## src/rtl/lmc_cell.sv

```systemverilog
`timescale 1ns / 1ps
// ----------------------------------------------------------------------------
// Window cell
// Holds one neighbor pixel and flags when the center pixel lies below it.
// ----------------------------------------------------------------------------
module lmc_cell #(
    parameter int PIXEL_BITS = 8
) (
    input  logic                  clk,
    input  logic                  load,
    input  logic [PIXEL_BITS-1:0] d,
    input  logic [PIXEL_BITS-1:0] centre,
    output logic                  below
);

    logic [PIXEL_BITS-1:0] value_reg;

    always_ff @(posedge clk)
    begin
        if (load)
        begin
            value_reg <= d;
        end
    end

    assign below = (centre < value_reg);

endmodule
```

## config.mk

```make
export PLATFORM = sky130hd
export DESIGN_NAME = lmc_cell
export DESIGN_NICKNAME = d
export VERILOG_FILES = /design/src/rtl/lmc_cell.sv
export SDC_FILE = /design/constraint.sdc
export NUM_CORES = 1
export LEC_CHECK = 0
export BUFFER_PORTS_ARGS = -buffer_cell sky130_fd_sc_hd__buf_2
export CAP_MARGIN = 20
export CELL_PAD_IN_SITES_DETAIL_PLACEMENT = 0
export CELL_PAD_IN_SITES_GLOBAL_PLACEMENT = 2
export CORE_MARGIN = 4
export CORE_UTILIZATION = 23
export CTS_CLUSTER_SIZE = 12
export DETAILED_ROUTE_END_ITERATION = 8
export PLACE_DENSITY = 0.71
export SLEW_MARGIN = 20
export SYNTH_ARGS = -nofsm -noshare
export SYNTH_HDL_FRONTEND = slang
export SYNTH_SLANG_ARGS = --single-unit
```

## constraint.sdc

```tcl
create_clock -name clk -period 1.4 [get_ports clk]
set_clock_uncertainty 0.05 [all_clocks]
set_input_delay 0.21 -clock clk [delete_from_list [all_inputs] [get_ports clk]]
set_output_delay 0.21 -clock clk [all_outputs]
set_load 0.005 [all_outputs]
```

== Yosys cells after proc, flatten, opt, wreduce, memory -nomap -nowiden ==
Index checks and enable logic that the tools add are counted.
Word-level totals
  register bits after elaboration: 8
  bits of input ports: 18
  output and inout port bits: 1
  word-level logic and storage cells: 2
Operators by class
  order comparisons: 1
Operator list (count)
  $lt 8x8->1: 1

== Depth between registers and ports, before layout ==
  depth in word-level cells: 1
  gate-level depth with buffers: 5
  gate-level depth less buffers: 5

== Least setup slack after synthesis ==
OpenSTA, ideal clock, no wires.
  kind: register -> output
  start point: register value_reg[2]
  end point: output port below
  arrival time: 1127 ps
  data required time: 1140 ps
  path slack: 13 ps
  stages on the path, launching flop included: 6
  path buffers: 0
  path through: edfxtp_1 -> inv_1 -> ha_1 -> a211oi_2 -> o21ai_1 -> a41oi_1
Between the ends
  cells in the longest elaborated chain, start to end: 1
RTL lines
  start, declared: line 16  | logic [PIXEL_BITS-1:0] value_reg;
  start signal, assigned: line 22  | value_reg <= d;
  $lt 8x8->1: line 26  | assign below = (centre < value_reg);
  end, declared: line 13  | output logic below
Every way passes these cells.

== Worst setup path after layout ==
Same ends and word-level chain as after synthesis.

==> results.toml <==
[die]
ioPinCount = 19
die_y_um = 50.6
initial_core_util_pct = 24.1
die_w_um = 50.6
fp.dieArea_sq_um = 2560
rows = 15
coreArea_sq_um = 1730

[drt]
ant_nets = 0
drtPass1Iterations = 2
drc = 0
wl_per_cell_um = 8.30
drt-initial-drc-count = 1
via_per_inst = 3.66
via_count = 293
drt_wl_total_um = 664

[clocking]
cts_buffers = 3
cts-root-buf = "clkbuf_4"
clockBufferDepth = 2
h-tree-depth = 1
clkSinkCount = 8
clk_pin_slew_ns = 0.05
cts_setup_buffers = 0
cts_tree = "built"

[finish]
fill_cells = 202
syn_to_final_growth_pct = 39.3
final_nets = 82
stdcell_count = 80
layout-drive-gt1-share_pct = 45.5
largest_reg_flops = 8
final_common_cell = "buf_2"
design_area_sq_um = 581
diodes = 0
mostFrequentLayoutCells = "18 x buf_2, 8 x edfxtp_1, 6 x inv_1, 6 x ha_1, 3 x clkbuf_4"
final_util_pct = 33.6

[sta]
tightestPinTransition_ns = 0.171
timing.fmax_ghz = 0.581
hold_viol_final = 0
fin_crit_sh_pct = 123
timing.slew.headroom_pct = 88.5
post-route-min-period_ns = 1.72
drv_slew = 0
fin_ws_ns = -0.322
setup_viol = 1
rsz0062_at_grt = "true"

[worst_setup_path]
worst-path-max-fanout = 2
critical_path_class = "flip-flop to primary output"
crit_buf_inv = 2
arrival_ns = 1.46
critPathTopFamily = "compound AO/OA/AOI/OAI gates"
crit_start = "value_reg[2]"
path_cells = "inv_2 -> ha_4 -> a211oi_2 -> o21ai_1 -> a41oi_1 -> buf_2"
cp-start-kind = "flip-flop"
cp_slowest_cell = "edfxtp_1"
critPathRequiredTime_ns = 1.14
worst_setup_path_end_kind = "primary output"
slowest_delay_ns = 0.38

[placement]
postPlaceCellArea_sq_um = 546
place_congestion = 0.652
dpl.hpwl_um = 588
dp_cells = 77
dp_slack_ns = -0.194
port_buffers = 18

[synthesis]
seq_area_frac_synth_pct = 57.7
avgSynthCellArea_sq_um = 12.6
yosys.cell_types.count = 11
syn-num-nets = 58
yosysWarnings = 0
synth_seq_cells = 8
syn_inst = 33
syn-cell-area_sq_um = 417

[global_route]
track_usage_pct = 6.09
antenna_found_initial = 0
grt_pass1_wl_mm = 1.07
gr-total-overflow = 0
grt_pass1_vias = 267
grt_max_degree = 9

[worst_hold_path]
min_from = "d[3]"
min_path_cells = 1
min_to = "value_reg[3]"
hp-class = "input pin to flip-flop"

[power]
total_power_w = 0.000555
peakVddDrop_v = 0.000388
power_leakage_nw = 0.278
power_density_nw_per_um2 = 956

[status]
violations = "setup timing"
outcome = "complete, but fails checks"

[job]
max-cap-violations = 0
worst max path at each step:
stage / slack (ns) / end / cells after the start
floorplan: 0.01 / below / 5
global placement: -0.16 / below / 6
detailed placement: -0.19 / below / 6
CTS: -0.35 / below / 6
global route: -0.43 / below / 6
finish: -0.32 / below / 6
synth_stat cells (all sizes together):
cell type  n  area, sq um
edfxtp     8          240
ha         7         87.6
inv        7         26.3
a21oi      2         10.0
nand2      2         7.51
nor2       2         7.51
o21ai      2         10.0
a211oi     1         12.5
a41oi      1         8.76
nor2b      1         6.26
logic make-up after synthesis:
| family | share of synthesized area [%] |
|---|---|
| AO/OA/AOI/OAI | 9.91 |
| adder cells (fa/ha/maj) | 21.0 |
| buffers and inverters | 6.31 |
| flip-flops | 57.7 |
| AND/OR/NAND/NOR | 5.11 |
timing repair:
item,4_1_cts,5_1_grt
setup endpoints to repair,1,1
hold buffers,0,0
gates resized for setup,2,0
hold endpoints to repair,0,0
pin swaps,2,0
metrics by stage:
stage	hold slack [ns]	setup TNS, ns
floorplan	0.259	0
global placement	0.336	-0.155
detailed placement	0.338	-0.194
CTS	0.0737	-0.351
global route	0.0772	-0.430
finish	0.0839	-0.322
cell type report:
| cell class | count | area (sq um) | area share (%) |
|---|---|---|---|
| flip-flops and latches | 8 | 240 | 41.4 |
| multi-input cells | 18 | 163 | 28.0 |
| repair buffers | 19 | 97.6 | 16.8 |
| well taps | 25 | 31.3 | 5.39 |
| inverters | 7 | 26.3 | 4.53 |
| clock buffers | 3 | 22.5 | 3.88 |
power breakdown:
part           internal (W)   total, W  switching [W]  leakage (nW)
registers          0.000285   0.000290     0.00000442        0.0783
logic             0.0000536  0.0000981      0.0000446         0.186
clock network     0.0000975   0.000167      0.0000699        0.0138
metal layers:
layer,vias up,track usage (%),wire length (um)
met4,0,8.07,28
met2,16,7.83,306
met3,3,1.78,74
met1,114,6.93,253
li1,160,-,-
met5,-,0,0
(Power assumes the default switching activity.)
